## config.mk

```make
export PLATFORM = sky130hd
export DESIGN_NAME = byte_recurrence_checksum_unit_flat
export DESIGN_NICKNAME = d
export VERILOG_FILES = /design/src/design/brc_pkg.sv /design/src/design/brc_req_if.sv /design/src/design/brc_rsp_if.sv /design/src/design/brc_next_term.sv /design/src/design/byte_recurrence_checksum_unit.sv /design/src/flat_wrapper.sv
export SDC_FILE = /design/constraint.sdc
export NUM_CORES = 1
export LEC_CHECK = 0
export ABC_AREA = 1
export BUFFER_PORTS_ARGS = -buffer_cell sky130_fd_sc_hd__buf_4
export CAP_MARGIN = 25
export CELL_PAD_IN_SITES_DETAIL_PLACEMENT = 1
export CELL_PAD_IN_SITES_GLOBAL_PLACEMENT = 1
export CORE_UTILIZATION = 49
export DETAILED_ROUTE_END_ITERATION = 6
export GPL_TIMING_DRIVEN = 0
export HOLD_SLACK_MARGIN = 0.1
export PLACE_DENSITY_LB_ADDON = 0.1
export SLEW_MARGIN = 30
export SYNTH_ARGS = -nofsm -noshare
export SYNTH_HDL_FRONTEND = slang
export SYNTH_SLANG_ARGS = --single-unit
```

## constraint.sdc

```tcl
create_clock -name clock -period 16.2 [get_ports clock]
set_clock_uncertainty 0.2 [all_clocks]
set_input_delay 1.62 -clock clock [delete_from_list [all_inputs] [get_ports clock]]
set_output_delay 1.62 -clock clock [all_outputs]
set_load 0.01 [all_outputs]
```

## src/design/brc_pkg.sv

```systemverilog
// Package for the byte recurrence checksum unit.
// Holds the shared widths, term types and recurrence constants.
// It has no dependencies and is compiled first.
package brc_pkg;

   // Field and state widths.
   localparam int BYTE_W = 8;
   localparam int TERM_W = 16;
   localparam int POS_W  = 8;

   // Width of the biased difference that feeds the modulo fold.
   localparam int WIDE_W = 26;

   typedef logic [BYTE_W-1:0] byte_type;
   typedef logic [TERM_W-1:0] term_type;
   typedef logic [POS_W-1:0]  pos_type;
   typedef logic [WIDE_W-1:0] wide_type;

   // The first byte of a message is offset by this value.
   localparam term_type FIRST_OFFSET = term_type'(7);

   // Position multipliers; only the low byte of each product is used.
   localparam pos_type POS_MUL_A = pos_type'(17);
   localparam pos_type POS_MUL_B = pos_type'(31);

   // All terms are kept modulo this value.
   localparam term_type MODULUS = term_type'(65535);

   // A multiple of the modulus that keeps the difference non-negative.
   localparam wide_type DIFF_BIAS = wide_type'(255 * 65535);

   // Reset values of the two recurrence terms.
   localparam term_type OLDER_RESET = term_type'(1);
   localparam term_type NEWER_RESET = term_type'(0);

endpackage

```

## src/design/brc_req_if.sv

```systemverilog
// Input channel of the byte recurrence checksum unit.
// Carries one message byte and its end-of-message flag per transfer.
// Depends on brc_pkg for the byte type.
interface brc_req_if;
   logic              valid;
   logic              ready;
   brc_pkg::byte_type data_byte;
   logic              last_byte;

   modport source (output valid, output data_byte, output last_byte, input ready);
   modport sink   (input valid, input data_byte, input last_byte, output ready);
endinterface

```

## src/design/brc_rsp_if.sv

```systemverilog
// Result channel of the byte recurrence checksum unit.
// Carries one 16-bit checksum per transfer.
// Depends on brc_pkg for the term type.
interface brc_rsp_if;
   logic              valid;
   logic              ready;
   brc_pkg::term_type checksum;

   modport source (output valid, output checksum, input ready);
   modport sink   (input valid, input checksum, output ready);
endinterface

```

## src/design/brc_next_term.sv

```systemverilog
// Combinational next-term logic of the byte recurrence checksum unit.
// Forms both products, their difference and the modulo-65535 fold.
// Depends on brc_pkg.
module brc_next_term (
   input  brc_pkg::byte_type data_byte,
   input  brc_pkg::pos_type  position,
   input  brc_pkg::term_type newer_term,
   input  brc_pkg::term_type older_term,
   output brc_pkg::term_type next_term
);

   logic [15:0]           mul_a_full;
   logic [15:0]           mul_b_full;
   logic [8:0]            coef_a;
   brc_pkg::pos_type      coef_b;
   logic [24:0]           pos_prod;
   logic [23:0]           neg_prod;
   logic                  borrow;
   brc_pkg::wide_type     biased;
   logic [16:0]           fold_1;
   brc_pkg::term_type     fold_2;

   // Position-dependent coefficients; only their low bytes matter.
   always_comb begin
      mul_a_full = 16'(position) * 16'(brc_pkg::POS_MUL_A);
      mul_b_full = 16'(position) * 16'(brc_pkg::POS_MUL_B);
      coef_a     = 9'(data_byte) + 9'(mul_a_full[7:0]);
      coef_b     = mul_b_full[7:0];
   end

   // The two products of the recurrence.
   always_comb begin
      pos_prod = 25'(coef_a) * 25'(newer_term);
      neg_prod = 24'(coef_b) * 24'(older_term);
   end

   // A negative difference gains one, which matches the 64-bit wrap.
   // The bias is a multiple of the modulus, so it changes no residue.
   always_comb begin
      borrow = 25'(neg_prod) > pos_prod;
      biased = brc_pkg::wide_type'(pos_prod) + brc_pkg::DIFF_BIAS
             - brc_pkg::wide_type'(neg_prod) + brc_pkg::wide_type'(borrow);
   end

   // Fold modulo 65535: the high part adds onto the low part, twice.
   always_comb begin
      fold_1 = 17'(biased[15:0]) + 17'(biased[brc_pkg::WIDE_W-1:16]);
      fold_2 = 16'(17'(fold_1[15:0]) + 17'(fold_1[16]));
      next_term = (fold_2 == brc_pkg::MODULUS) ? '0 : fold_2;
   end

endmodule

```

## src/design/byte_recurrence_checksum_unit.sv

```systemverilog
// Byte recurrence checksum unit: takes a message one byte per transfer and
// gives one 16-bit checksum on the transfer marked as the last byte. A byte
// is taken in every cycle when the result side keeps up; each byte sits in
// the input register, where the next-term multiply and modulo fold update
// the two running terms, and a checksum enters the result register as its
// last byte leaves the input register. The recurrence loop closes through
// that single stage, so the sustained rate is one byte per clock. After a
// last byte the terms and position return to their reset values for the
// next message. Depends on brc_pkg, brc_req_if, brc_rsp_if and brc_next_term.
module byte_recurrence_checksum_unit (
   input  logic       clock,
   input  logic       reset,
   brc_req_if.sink    req_ch,
   brc_rsp_if.source  rsp_ch
);

   logic              in_valid_ff, in_valid_in;
   brc_pkg::byte_type in_byte_ff, in_byte_in;
   logic              in_last_ff, in_last_in;

   brc_pkg::term_type older_ff, older_in;
   brc_pkg::term_type newer_ff, newer_in;
   brc_pkg::pos_type  pos_ff, pos_in;
   logic              started_ff, started_in;

   logic              out_valid_ff, out_valid_in;
   brc_pkg::term_type out_sum_ff, out_sum_in;

   brc_pkg::term_type next_term;
   brc_pkg::term_type step_newer;
   logic              out_free;
   logic              advance;
   logic              req_take;

   // The stored byte moves on when it makes no result or the result
   // register has room.
   always_comb begin
      out_free = !out_valid_ff || rsp_ch.ready;
      advance  = in_valid_ff && (!in_last_ff || out_free);
      req_take = req_ch.valid && req_ch.ready;
   end

   assign req_ch.ready = !in_valid_ff || advance;

   // Input register.
   always_comb begin
      in_valid_in = in_valid_ff;
      in_byte_in  = in_byte_ff;
      in_last_in  = in_last_ff;
      if (advance) begin
         in_valid_in = 1'b0;
      end
      if (req_take) begin
         in_valid_in = 1'b1;
         in_byte_in  = req_ch.data_byte;
         in_last_in  = req_ch.last_byte;
      end
   end

   brc_next_term u_next_term (
      .data_byte  (in_byte_ff),
      .position   (pos_ff),
      .newer_term (newer_ff),
      .older_term (older_ff),
      .next_term  (next_term)
   );

   // The first byte of a message seeds the terms without reduction.
   assign step_newer = started_ff ? next_term
                                  : brc_pkg::term_type'(in_byte_ff) + brc_pkg::FIRST_OFFSET;

   // Recurrence state update; a last byte rearms for the next message.
   always_comb begin
      older_in   = older_ff;
      newer_in   = newer_ff;
      pos_in     = pos_ff;
      started_in = started_ff;
      if (advance) begin
         if (in_last_ff) begin
            older_in   = brc_pkg::OLDER_RESET;
            newer_in   = brc_pkg::NEWER_RESET;
            pos_in     = '0;
            started_in = 1'b0;
         end else begin
            older_in   = started_ff ? newer_ff : brc_pkg::OLDER_RESET;
            newer_in   = step_newer;
            pos_in     = pos_ff + brc_pkg::pos_type'(1);
            started_in = 1'b1;
         end
      end
   end

   // Result register.
   always_comb begin
      out_valid_in = out_valid_ff;
      out_sum_in   = out_sum_ff;
      if (rsp_ch.ready) begin
         out_valid_in = 1'b0;
      end
      if (advance && in_last_ff) begin
         out_valid_in = 1'b1;
         out_sum_in   = step_newer;
      end
   end

   assign rsp_ch.valid    = out_valid_ff;
   assign rsp_ch.checksum = out_sum_ff;

   // Control registers with synchronous reset.
   always_ff @(posedge clock) begin
      if (reset) begin
         in_valid_ff  <= 1'b0;
         out_valid_ff <= 1'b0;
         older_ff     <= brc_pkg::OLDER_RESET;
         newer_ff     <= brc_pkg::NEWER_RESET;
         pos_ff       <= '0;
         started_ff   <= 1'b0;
      end else begin
         in_valid_ff  <= in_valid_in;
         out_valid_ff <= out_valid_in;
         older_ff     <= older_in;
         newer_ff     <= newer_in;
         pos_ff       <= pos_in;
         started_ff   <= started_in;
      end
   end

   // Payload registers.
   always_ff @(posedge clock) begin
      in_byte_ff <= in_byte_in;
      in_last_ff <= in_last_in;
      out_sum_ff <= out_sum_in;
   end

endmodule

```

## src/flat_wrapper.sv

```systemverilog
// flat-port wrapper written by rule: the top's interface ports become plain ports
module byte_recurrence_checksum_unit_flat 
  (clock, reset, req_ch_valid, req_ch_data_byte, req_ch_last_byte, req_ch_ready, rsp_ch_valid, rsp_ch_checksum, rsp_ch_ready);
  brc_req_if req_ch_i ();
  brc_rsp_if rsp_ch_i ();
  input  logic clock;
  input  logic reset;
  input wire logic [$bits(req_ch_i.valid)-1:0] req_ch_valid;
  input wire logic [$bits(req_ch_i.data_byte)-1:0] req_ch_data_byte;
  input wire logic [$bits(req_ch_i.last_byte)-1:0] req_ch_last_byte;
  output wire logic [$bits(req_ch_i.ready)-1:0] req_ch_ready;
  output wire logic [$bits(rsp_ch_i.valid)-1:0] rsp_ch_valid;
  output wire logic [$bits(rsp_ch_i.checksum)-1:0] rsp_ch_checksum;
  input wire logic [$bits(rsp_ch_i.ready)-1:0] rsp_ch_ready;
  assign req_ch_i.valid = req_ch_valid;
  assign req_ch_i.data_byte = req_ch_data_byte;
  assign req_ch_i.last_byte = req_ch_last_byte;
  assign req_ch_ready = req_ch_i.ready;
  assign rsp_ch_valid = rsp_ch_i.valid;
  assign rsp_ch_checksum = rsp_ch_i.checksum;
  assign rsp_ch_i.ready = rsp_ch_ready;
  byte_recurrence_checksum_unit u_core (.clock(clock), .reset(reset), .req_ch(req_ch_i), .rsp_ch(rsp_ch_i));
endmodule
```

=== Word level (Yosys, flattened, before mapping) ===
Cells that the tools add are included.

* Register bits after elaboration: 68
* Bits of input ports: 13
* Output and inout bits: 18
* Word-level logic and storage cells: 45

* Add/sub/neg operators: 8
* Multipliers: 4
* Magnitude comparators: 1
* Equal/unequal tests: 1
* Mux-type cells: 11
* Reductions and logical operators: 11

{| class="wikitable"
|+ Operators with widths
! cell !! number
|-
| two-way mux 16 bit || 5
|-
| adder 25 x 24 -> 26 bit (second input constant) || 1
|-
| adder 26 x 1 -> 26 bit || 1
|-
| subtractor 26 x 24 -> 26 bit || 1
|-
| > comparator 24 x 25 -> 1 bit || 1
|-
| multiplier 9 x 16 -> 25 bit || 1
|-
| multiplier 8 x 16 -> 24 bit || 1
|-
| adder 16 x 10 -> 17 bit || 1
|-
| adder 16 x 1 -> 16 bit || 1
|-
| equality test 16 bit (second input constant) || 1
|-
| multiplier 8 x 5 -> 8 bit (second input constant) || 2
|-
| adder 8 x 3 -> 9 bit (second input constant) || 1
|-
| adder 8 x 8 -> 9 bit || 1
|-
| adder 8 x 1 -> 8 bit (second input constant) || 1
|-
| two-way mux 8 bit || 1
|-
| two-way mux 1 bit || 5
|-
| nonzero test 2 bit || 2
|-
| logical AND 1 bit || 3
|-
| logical NOT 1 bit || 3
|-
| logical OR 1 bit || 3
|}

=== Logic depth before layout (Yosys ltp) ===
Gate-level depths: netlist of run 1.

* Word-level depth: 12
* Gate-level depth with buffers: 93
* Mapped depth without buffers: 91

=== Hierarchy ===
From an unflattened synthesis of run 1, not the netlist that was laid out.

* Cell total of the unflattened synthesis: 2135
* Area total of the unflattened synthesis: 15638.7 um2

{| class="wikitable"
|+ Modules (own cells, without submodules)
! module !! instances !! cells an instance !! area an instance (um2)
|-
| brc_next_term || 1 || 1823 || 12867.3
|-
| byte_recurrence_checksum_unit || 1 || 312 || 2771.4
|}

=== Worst setup path after synthesis of run 1 ===
Ideal clock, no wire load.

* Path kind: register -> register
* Start: register u_core.pos_ff[1]
* End: register u_core.out_sum_ff[10] (netlist: u_core.rsp_ch.checksum[10]) (data pin)
* Setup time: 0.261 ns
* Arrival time: 14.216 ns
* Required time: 15.739 ns
* Setup slack: 1.523 ns
* Stages on the path, launching flop included: 89
* Path buffers: 2
* Period minus slack after synthesis: 14.677 ns
* Path through: dfxtp_1 > inv_1 > fa_1 > inv_1 > fa_1 > inv_1 > fa_1 > inv_1 > ha_1 > inv_1 > or2_2 > nand2_1 > a21oi_1 > or2_2 > nand2_1 > clkbuf_1 > nor2_1 > fa_1 > [53 not listed] > ha_1 > ha_1 > inv_1 > nor2_2 > nand3_1 > nor2_1 > nand3_1 > o21ai_0 > nand2_1 > nor2_1 > nand3_1 > nor2_1 > nand2_1 > nor2_2 > nand3_4 > buf_8 > nand2_2 > nor3_1

* Longest elaborated chain between the ends: 11

{| class="wikitable"
|+ Ends and longest elaborated chain
! what !! line !! RTL
|-
| from (decl) || byte_recurrence_checksum_unit.sv:23 || <nowiki>brc_pkg::pos_type pos_ff, pos_in;</nowiki>
|-
| from (signal assigned) || byte_recurrence_checksum_unit.sv:123 || <nowiki>pos_ff <= pos_in;</nowiki>
|-
| multiplier 8 x 5 -> 8 bit || brc_next_term.sv:25 || <nowiki>mul_a_full = 16'(position) * 16'(brc_pkg::POS_MUL_A);</nowiki>
|-
| adder 8 x 8 -> 9 bit || brc_next_term.sv:27 || <nowiki>coef_a = 9'(data_byte) + 9'(mul_a_full[7:0]);</nowiki>
|-
| multiplier 9 x 16 -> 25 bit || brc_next_term.sv:33 || <nowiki>pos_prod = 25'(coef_a) * 25'(newer_term);</nowiki>
|-
| adder 25 x 24 -> 26 bit || brc_next_term.sv:41 || <nowiki>biased = brc_pkg::wide_type'(pos_prod) + brc_pkg::DIFF_BIAS</nowiki>
|-
| subtractor 26 x 24 -> 26 bit || brc_next_term.sv:42 || <nowiki>- brc_pkg::wide_type'(neg_prod) + brc_pkg::wide_type'(borrow);</nowiki>
|-
| adder 26 x 1 -> 26 bit (*) || brc_next_term.sv:42 ||
|-
| adder 16 x 10 -> 17 bit (*) || brc_next_term.sv:47 || <nowiki>fold_1 = 17'(biased[15:0]) + 17'(biased[brc_pkg::WIDE_W-1:16]);</nowiki>
|-
| adder 16 x 1 -> 16 bit (*) || brc_next_term.sv:48 || <nowiki>fold_2 = 16'(17'(fold_1[15:0]) + 17'(fold_1[16]));</nowiki>
|-
| equality test 16 bit || brc_next_term.sv:49 || <nowiki>next_term = (fold_2 == brc_pkg::MODULUS) ? '0 : fold_2;</nowiki>
|-
| two-way mux 16 bit (*) || brc_next_term.sv:49 ||
|-
| two-way mux 16 bit (*) || byte_recurrence_checksum_unit.sv:69 || <nowiki>assign step_newer = started_ff ? next_term</nowiki>
|-
| net u_core.step_newer[10] || byte_recurrence_checksum_unit.sv:30 || <nowiki>brc_pkg::term_type step_newer;</nowiki>
|-
| to (signal assigned) || byte_recurrence_checksum_unit.sv:132 || <nowiki>out_sum_ff <= out_sum_in;</nowiki>
|-
| to (decl) || byte_recurrence_checksum_unit.sv:27 || <nowiki>brc_pkg::term_type out_sum_ff, out_sum_in;</nowiki>
|}

Mark *: on every way through the listed nets, which the timed path passes. The rest lies on a longest branch.
A chain may end at the register's enable or synchronous reset.

=== Worst setup path in the final report of run 1 ===
Same ends and word-level chain as after synthesis.

==> results of run 1 <==
-- final timing paths --
| check | from | endpoint | depth (start not counted) |
|---|---|---|---|
| max | u_core.pos_ff[1] | u_core.rsp_ch.checksum[10] | 88 |
| min | u_core.newer_ff[13] | u_core.newer_ff[13] | 2 |
| max reg2reg | u_core.pos_ff[1] | u_core.rsp_ch.checksum[10] | 88 |
| min reg2reg | u_core.newer_ff[13] | u_core.newer_ff[13] | 2 |
-- placed cells by master, fill, tap and decap left out, types with 4 or more instances in the layout --
master     instances
clkbuf_16         11
o21bai_1           4
ha_1             182
o21ai_1            7
nand4_1           19
a21oi_1          110
a21oi_2            9
ha_4               5
xor2_1            40
nor2_4             5
a31oi_1            4
buf_4             52
nor2_2             6
fa_2               4
nand2_2           22
xnor2_1           28
o21ai_2            6
dfxtp_1           39
inv_1            483
edfxtp_1          25
inv_2              4
clkbuf_1          40
o21ai_0           22
xor2_2             4
a21boi_2           7
nand2_1          466
clkbuf_2           4
nor2_1           168
ha_2               4
or2_2             11
nor3_1             9
nand3_2           10
nand3_1           55
fa_1             200
-- cell families after synthesis --
family                   Yosys count  share of synthesized area, %
AND/OR/NAND/NOR                  783                          21.7
adder cells (fa/ha/maj)          395                          43.1
AO/OA/AOI/OAI                    181                          6.50
buffers and inverters            541                          13.6
flip-flops                        68                          10.7
XOR/XNOR                          75                          4.37
-- state kept, by name (all words and copies together) (netlist names) --
signal / flops
u_core.in_byte_ff: 8
u_core.in_last_ff: 1
u_core.in_valid_ff: 1
u_core.newer_ff: 16
u_core.older_ff: 16
u_core.pos_ff: 8
u_core.rsp_ch.checksum: 16
u_core.rsp_ch.valid: 1
u_core.started_ff: 1
-- layout make-up --
class,instances,area [sq um],share of cell area [%]
multi-input combinational,1434,11700,70.4
inverter,488,1830,11.1
sequential,68,1620,9.80
tap,390,488,2.94
timing repair buffer,53,414,2.50
clock buffer,12,289,1.74
buffer,51,228,1.37
clock inverter,4,27.5,0.166
-- through the flow --
step | power [mW] | TNS (ns) | setup slack, ns | utilization [%] | instances
3_5_place_dp | 1.55 | -46.86 | -1.61 | 52.7 | 2462
3_3_place_gp | 1.51 | -33.23 | -1.18 | 52.7 | 2462
2_1_floorplan | 1.13 | 0 | 1.52 | - | 2043
5_1_grt | 2.02 | -2.87 | -0.242 | 55.5 | 2500
6_report | 1.88 | 0 | 0.696 | 55.5 | 2500
4_1_cts | 1.78 | 0 | 0.00309 | 54.1 | 2486
-- metal layers --
| layer | track usage, % | routed length (um) | up-vias |
|---|---|---|---|
| li1 | - | - | 6251 |
| met1 | 39.2 | 20100 | 6640 |
| met2 | 52.5 | 23000 | 259 |
| met3 | 1.95 | 1710 | 75 |
| met4 | 8.87 | 1390 | 0 |
| met5 | 0 | 0 | - |
-- timing repair --
item	in CTS	in global routing
pin swaps	8	30
resized for setup	30	72
buffers inserted	8	16
setup endpoints to repair	32	32
-- worst min-delay path: stages, from the launching register on --
cell and delay (ns):
dfxtp_1 0.31, nand2_1 0.06, a21oi_1 0.05
-- power by group through the flow --
stage	registers, mW	clock network [mW]	logic, mW
after CTS	0.194	0.206	1.39
after global routing	0.194	0.212	1.62
after detailed placement	0.197	0	1.35
final	0.193	0.204	1.48
after floorplan	0.197	0	0.929
after global placement	0.197	0	1.31
==> results.md, run 1 <==
* Die Y-Extent at about 180 um
* Total global-route track usage at about 30%
* Leakage power at around 8.7 nW
* Seq/Total Area, Yosys at 10.7%
* Worst hold slack at between 0.2 and 0.3 ns
* Endpoints failing hold at 0
* Clock Latency Late Sink at roughly 0.34 ns
* Fmax at 0.0645 GHz
* Seq pwr share at between 10% and 20%
* Crit Path Max Fanout at 10
* Yosys warning count at 0
* Slowest CP cell: fa_1
* CTS tree: yes
* Avg Inst Size Synth at 7.35 sq um
* Iter 0 DRT Violations at 608
* Vias in the first global route at roughly 14,000
* Placement Cell Area at roughly 0.016 sq mm
* Psw at between 1 and 1.5 mW
* CP Class: register to register
* Post-Syn Area at between 0.015 and 0.02 sq mm
* Number of diodes at 0
* CP Capture Type: register
* Share of the synthesized area in the top cell type at between 20% and 30%
* Vias at ~13,000
* Die ar. at roughly 0.031 sq mm
* Cells after Synth at between 2,000 and 2,500
* Dpl hpwl at 39.3 mm
* Fin. max-slew vios at 0
* Async set-reset flop share out of synthesis at 0%
* Syn Nets at roughly 2,500
* Final period utilization at a little over nine tenths
* Power share of the combinational group at roughly four fifths
* Nets at roughly 2,500
* Port bufs at 29
* Cell Int Power at 0.760 mW
* Clock Tree Buf Depth at 2
* Largest net degree at the start of global routing at 18
* Share of cells above drive strength 1 at under 10%
* Clk sinks at 68
* Cell variety after synth at 46
* CTS clk-pin slew, worst paths at about 0.060 ns
* Worst hold path type: register to register
* Routability cong. at 0.889
* Initial Utilization at ~50%
* Status: complete, no violations
* Reg2reg setup slack at just under 0.7 ns
* Critical path's top delay family: adder cells
* Top post-synthesis cells by count: 486 x inv_1, 476 x nand2_1, 204 x fa_1
* Cell Rows at 63
* Flops & latches, synth at 68
* Clock Power Share at approximately 11%
* CP Buf/Inv Count at 17
* I/O pin count at 31
* First-pass GRT wire length at 72.5 mm
* P&R area growth vs syn at 10.3%
* Synth area leaders: fa_1 27%, ha_1 16%, inv_1 12%
* Layout fillers at between 3,000 and 4,000
* Antenna viol nets, final at 0
* Avg WL per Cell at 18.5 um
* Initial antenna violation count at 0
* Slowest cell delay on critical path at a little under 0.6 ns
* Pwr dens at ~110 mW/mm^2
* EDFF count, synth at 25
* Clk root buf: clkbuf_16
* # Max-Cap Violations at 0
* Final setup viols at 0
* Worst relative slew slack at 40.8%
* Period minus WS final at 15.50 ns
* Grt ovf at 0
* DRC viols at 0
* Core area at between 0.02 and 0.03 sq mm
* Hold buffers post-CTS at 0
* H-Tree Depth at 3
* WP data required at about 16 ns
* Synth area leader: fa_1
* Cell area after layout at roughly 0.017 sq mm
* CP arrival at between 15 and 20 ns
* First-pass detailed-route iteration total at 6
* Top FF cell, synth: dfxtp_1
* Worst vdd ir at approximately 0.15 mV
* Most numerous cell in the Yosys netlist: inv_1
* Least-Margin Pin Slew at between 0.8 and 0.9 ns
* CP startpoint kind: register
* Total routed wirelength at 46.2 mm
* Vias/cell at around 5.3
* Sw Share at 59.5%
* Die X at around 180 um
* CTS Buf Count at 9
Power figures use the tool's default switching activity.
==> inputs of run 2 (changes only) <==
Clock period 16.2 ns to 14.52 ns, I/O delays scaled along.
==> run 2 against run 1 <==
  * The run now ends with setup timing left
  * Routed wire length is 7.4% higher
  * Critical path type unchanged
  * Global-route usage is 1.2 points higher
  * Total power is 37% higher
  * Maximum frequency is 5.7% higher
  * Highest routed layer unchanged
  * Largest power group unchanged
  * Via count is 4.0% higher
==> results.md, run 2 (same netlist as run 1, synthesis figures left out) <==
* Vias in the first global route at about 14,000
* H-Tree Depth at 3
* Slowest CP cell: fa_1
* Nets at about 2,600
* P&R area growth vs syn at 17.1%
* Vias/cell at around 5.4
* Clock Latency Late Sink at 0.35 ns
* Hold buffers post-CTS at 0
* Largest net degree at the start of global routing at 18
* Inst Count DP at between 2,000 and 2,500
* Storage element area at roughly 0.0016 sq mm
* Placement Cell Area at 0.0157 sq mm
* Least-Margin Pin Slew at between 0.8 and 0.9 ns
* Pwr dens at between 100 and 150 mW/mm^2
* Vias at between 10,000 and 15,000
* Cell Rows at between 60 and 70
* Crit Path Max Fanout at 7
* Fmax at 0.0682 GHz
* Endpoints failing hold at 0
* Share of cells above drive strength 1 at 15.6%
* Reg2reg setup slack at -0.15 ns
* Worst hold path type: register to register
* Commonest cells after routing, fill and taps aside: 466 x inv_1, 442 x nand2_1, 199 x fa_1, 169 x ha_1, 163 x nor2_1
* RSZ-0062 raised after global routing: yes
* DRC viols at 0
* Commonest non-fill, non-tap cell in the layout: inv_1
* Area of the multi-input gates at about 0.012 sq mm
* Non-Filler Instances at roughly 2,600
* Setup TNS at -2.85 ns
* First-pass detailed-route iteration total at 5
* Worst relative slew slack at 42.7%
* CTS clk-pin slew, worst paths at approximately 0.060 ns
* # Max-Cap Violations at 0
* Die Y-Extent at around 180 um
* Initial Utilization at 50.3%
* Die ar. at 0.0314 sq mm
* Most common cell on crit path: nand2_2
* Iter 0 DRT Violations at around 770
* Clock Tree Buf Depth at 2
* First-pass GRT wire length at 74.9 mm
* CTS Buf Count at 9
* Total global-route track usage at a little under a third
* CP startpoint kind: register
* WP data required at ~15 ns
* Fin. max-slew vios at 0
* Clk root buf: clkbuf_16
* Post-route setup slack at -0.151 ns
* CP Class: register to register
* Initial antenna violation count at 0
* Final Util at 58.9%
* Overall power at roughly 2.6 mW
* Die X at approximately 180 um
* I/O pin count at 31
* Routability cong. at about 0.87
* CP Capture Type: register
* Antenna viol nets, final at 0
* Avg WL per Cell at slightly below 20 um
* Total routed wirelength at ~50 mm
* Slowest cell delay on critical path at 0.60 ns
* Clk sinks at roughly 70
* Post-Place Setup Slack at -2.88 ns
* Cell area after layout at between 0.015 and 0.02 sq mm
* Core area at 0.0299 sq mm
* CTS tree: yes
* Status: complete, but fails checks
* Worst vdd ir at 0.162 mV
* CP arrival at about 15 ns
* Port bufs at 29
* Leakage power at a little over 9 nW
* Number of diodes at 0
* Final setup viols at 32
* Dpl hpwl at 38.7 mm
* Final period utilization at 101%
* Violated checks: setup timing
* Grt ovf at 0
* Worst hold slack at 0.268 ns
* Period minus WS final at ~15 ns
* Layout fillers at around 3,800
[run 2: cell types whose count changed in the layout (fill, tap and decap cells not counted), sizes merged]
cell | before | now
clkbuf | 57 | 55
bufinv | 0 | 1
nand3 | 67 | 68
buf | 59 | 115
clkinv | 5 | 2
clkinvlp | 0 | 4
[run 2: area by class of cell]
class | instances | share of cell area, %
Inverter | 488 | 10.5
Buffer | 50 | 1.42
Clock inverter | 6 | 0.384
Multi-Input combinational cell | 1435 | 69.4
Clock buffer | 10 | 1.42
Tap cell | 390 | 2.77
Sequential cell | 68 | 9.23
Timing Repair Buffer | 110 | 4.86
[run 2: critical path, delay by kind of cell (launching register included)]
family / cells / cell delay [ns]
AO/OA/AOI/OAI: 18 / 2.38
XOR/XNOR: 2 / 0.32
adder cells (fa/ha/maj): 15 / 5.81
buffers and inverters: 16 / 1.31
flip-flops: 1 / 0.37
AND/OR/NAND/NOR: 36 / 4.05
[run 2: timing repair]
item,CTS,global route
setup endpoints to repair,32,32
pin swaps,83,88
resized for setup,150,78
endpoints found under the hold margin,0,0
setup buffers,60,21
cloned,1,0
[run 2: layer usage]
| metal | share of wire, % | global-route usage (%) |
|---|---|---|
| met5 | 0 | 0 |
| met2 | 51 | 56.3 |
| met4 | 2.3 | 7.79 |
| met3 | 4.5 | 3.07 |
| met1 | 42 | 39.1 |
[run 2: power breakdown]
part,switching [mW],internal [mW],total (mW)
sequential,0.00511,0.211,0.216
combinational,1.36,0.763,2.13
clock,0.0905,0.144,0.235
[run 2: path summary, 6_finish.rpt]
check	start	to	cells past startpoint
setup reg to reg	u_core.pos_ff[1]	u_core.newer_ff[11]	87
setup / recovery	u_core.pos_ff[1]	u_core.newer_ff[11]	87
hold / removal	u_core.newer_ff[13]	u_core.newer_ff[13]	2
hold reg to reg	u_core.newer_ff[13]	u_core.newer_ff[13]	2
==> inputs of run 3 (changes only) <==
Settings changed: RECOVER_POWER from default to 50.
==> run 3 against run 2 <==
  * The run still ends with setup timing left
  * Routed wire length shrank 0.31%
  * Non-clock buffer count stayed put
  * Count of clock-buffer cells in the layout unchanged
  * Maximum frequency hardly changed
  * First-iteration DRC count stayed put
  * Register-to-register slack hardly changed
  * Sequential power barely moved
==> results.md, run 3 (same netlist as run 1, synthesis figures left out) <==
* Port bufs at 29
* Initial Utilization at between 50 and 60%
* Endpoints failing hold at 0
* CTS clk-pin slew, worst paths at ~0.06 ns
* CP arrival at ~15 ns
* Total global-route track usage at a little under a third
* First-pass detailed-route iteration total at 5
* Status: complete, but fails checks
* Worst Hold Launch: u_core.newer_ff[13]
* Vias in the first global route at roughly 14,000
* Die X at between 150 and 200 um
* Final Util at approximately 60%
* Inst Count DP at 2,462
* Number of diodes at 0
* Setup crit start: u_core.pos_ff[1]
* Post-route setup slack at -0.152 ns
* Die ar. at 0.0314 sq mm
* Worst hold path type: register to register
* CP Buf/Inv Count at 16
* Vias at 13,700
* Clock Latency Late Sink at between 0.3 and 0.4 ns
* P&R area growth vs syn at 16.6%
* WP data required at around 15 ns
* Most common cell on crit path: nand2_2
* Period minus WS final at roughly 15 ns
* Dpl hpwl at 38.7 mm
* DRC viols at 0
* Total routed wirelength at about 49 mm
* # Max-Cap Violations at 0
* CP startpoint kind: register
* Overall power at 2.57 mW
* Least-Margin Pin Slew at roughly 0.86 ns
* Initial antenna violation count at 0
* Core area at about 0.030 sq mm
* Slowest CP cell: fa_1
* Vias/cell at between 5 and 6
* Nets at about 2,600
* Clk root buf: clkbuf_16
* CTS tree: yes
* Leakage power at between 9 and 10 nW
* Final period utilization at 101%
* Non-Filler Instances at ~2,600
* Clock Tree Buf Depth at 2
* Clk sinks at just under 70
* Cell Rows at 63
* Commonest cells after routing, fill and taps aside: 466 x inv_1, 442 x nand2_1, 199 x fa_1, 169 x ha_1, 163 x nor2_1
* Crit Path Max Fanout at 7
* Grt ovf at 0
* Worst relative slew slack at a little over two fifths
* R2R Path Start: u_core.pos_ff[1]
* Largest net degree at the start of global routing at 18
* CP Class: register to register
* Avg WL per Cell at a little under 20 um
* I/O pin count at 31
* Placement Cell Area at about 0.016 sq mm
* Slowest cell delay on critical path at ~0.60 ns
* Fmax at a little under 0.07 GHz
* Commonest non-fill, non-tap cell in the layout: inv_1
* Iter 0 DRT Violations at 766
* Cell area after layout at roughly 0.018 sq mm
* RSZ-0062 raised after global routing: yes
* H-Tree Depth at 3
* Hold buffers post-CTS at 0
* Violated checks: setup timing
* CTS Buf Count at 9
* Fin. max-slew vios at 0
* CP Capture Type: register
* Final setup viols at 32
* Pwr dens at around 150 mW/mm^2
* Post-Place Setup Slack at -2.88 ns
* Antenna viol nets, final at 0
* Worst vdd ir at around 0.16 mV
* Share of cells above drive strength 1 at 14.9%
* Critical path's top delay family: adder cells
* First-pass GRT wire length at around 75 mm
* Routability cong. at 0.873
* Die Y-Extent at roughly 180 um
==> run 3: cell types whose count changed in the layout (fill, tap and decap cells not counted), sizes merged <==
cell / change
buf: -27
clkbuf: +27
==> run 3: cell type report <==
cell class	instances	area (sq um)
Buffer	50	250
Clock buffer	10	250
Clock inverter	6	67.6
Fill cell	3778	12400
Inverter	488	1850
Multi-Input combinational cell	1435	12200
Sequential cell	68	1620
Tap cell	390	488
Timing Repair Buffer	110	791
==> run 3: path summary, 6_finish.rpt <==
| kind | endpoint | slack, ns | depth (start not counted) |
|---|---|---|---|
| worst max-delay path | u_core.newer_ff[11] | -0.15 | 87 |
| worst max register to register | u_core.newer_ff[11] | -0.15 | 87 |
| worst min-delay path | u_core.newer_ff[13] | 0.27 | 2 |
| worst min register to register | u_core.newer_ff[13] | 0.27 | 2 |
==> run 3: per-stage QoR <==
step                      hold slack [ns]  setup TNS [ns]
after floorplan                     0.244               0
after global placement              0.255          -78.20
after detailed placement            0.259          -88.32
after CTS                           0.267               0
after global routing                0.303          -25.44
final                               0.268           -2.86
==> run 3: worst register-to-register path, delay by kind of cell, from the launching register on <==
kind	cells	cell delay (ns)
buf+inv	16	1.33
flops	1	0.37
xor+xnor	2	0.32
simple gates	36	4.06
compound gates	18	2.39
fa+ha+maj	15	5.81
==> run 3: power breakdown <==
group          switching (mW)  internal [mW]  leakage, nW
Combinational            1.36          0.760         8.26
Sequential            0.00498          0.211        0.588
Clock                  0.0898          0.144        0.155
==> run 3: timing repair <==
item	4_1_cts	5_1_grt
gates cloned	1	0
endpoints found under the setup margin	32	32
pin swaps	83	88
buffers inserted	60	21
resized for setup	150	78
==> run 3: metal layers <==
layer  vias up  routed length [um]  track usage [%]
li1       6355                   -                -
met1      6992               20700             39.1
met2       313               25400             56.3
met3        71                2170             3.07
met4         0                1140             7.79
met5         -                   0                0
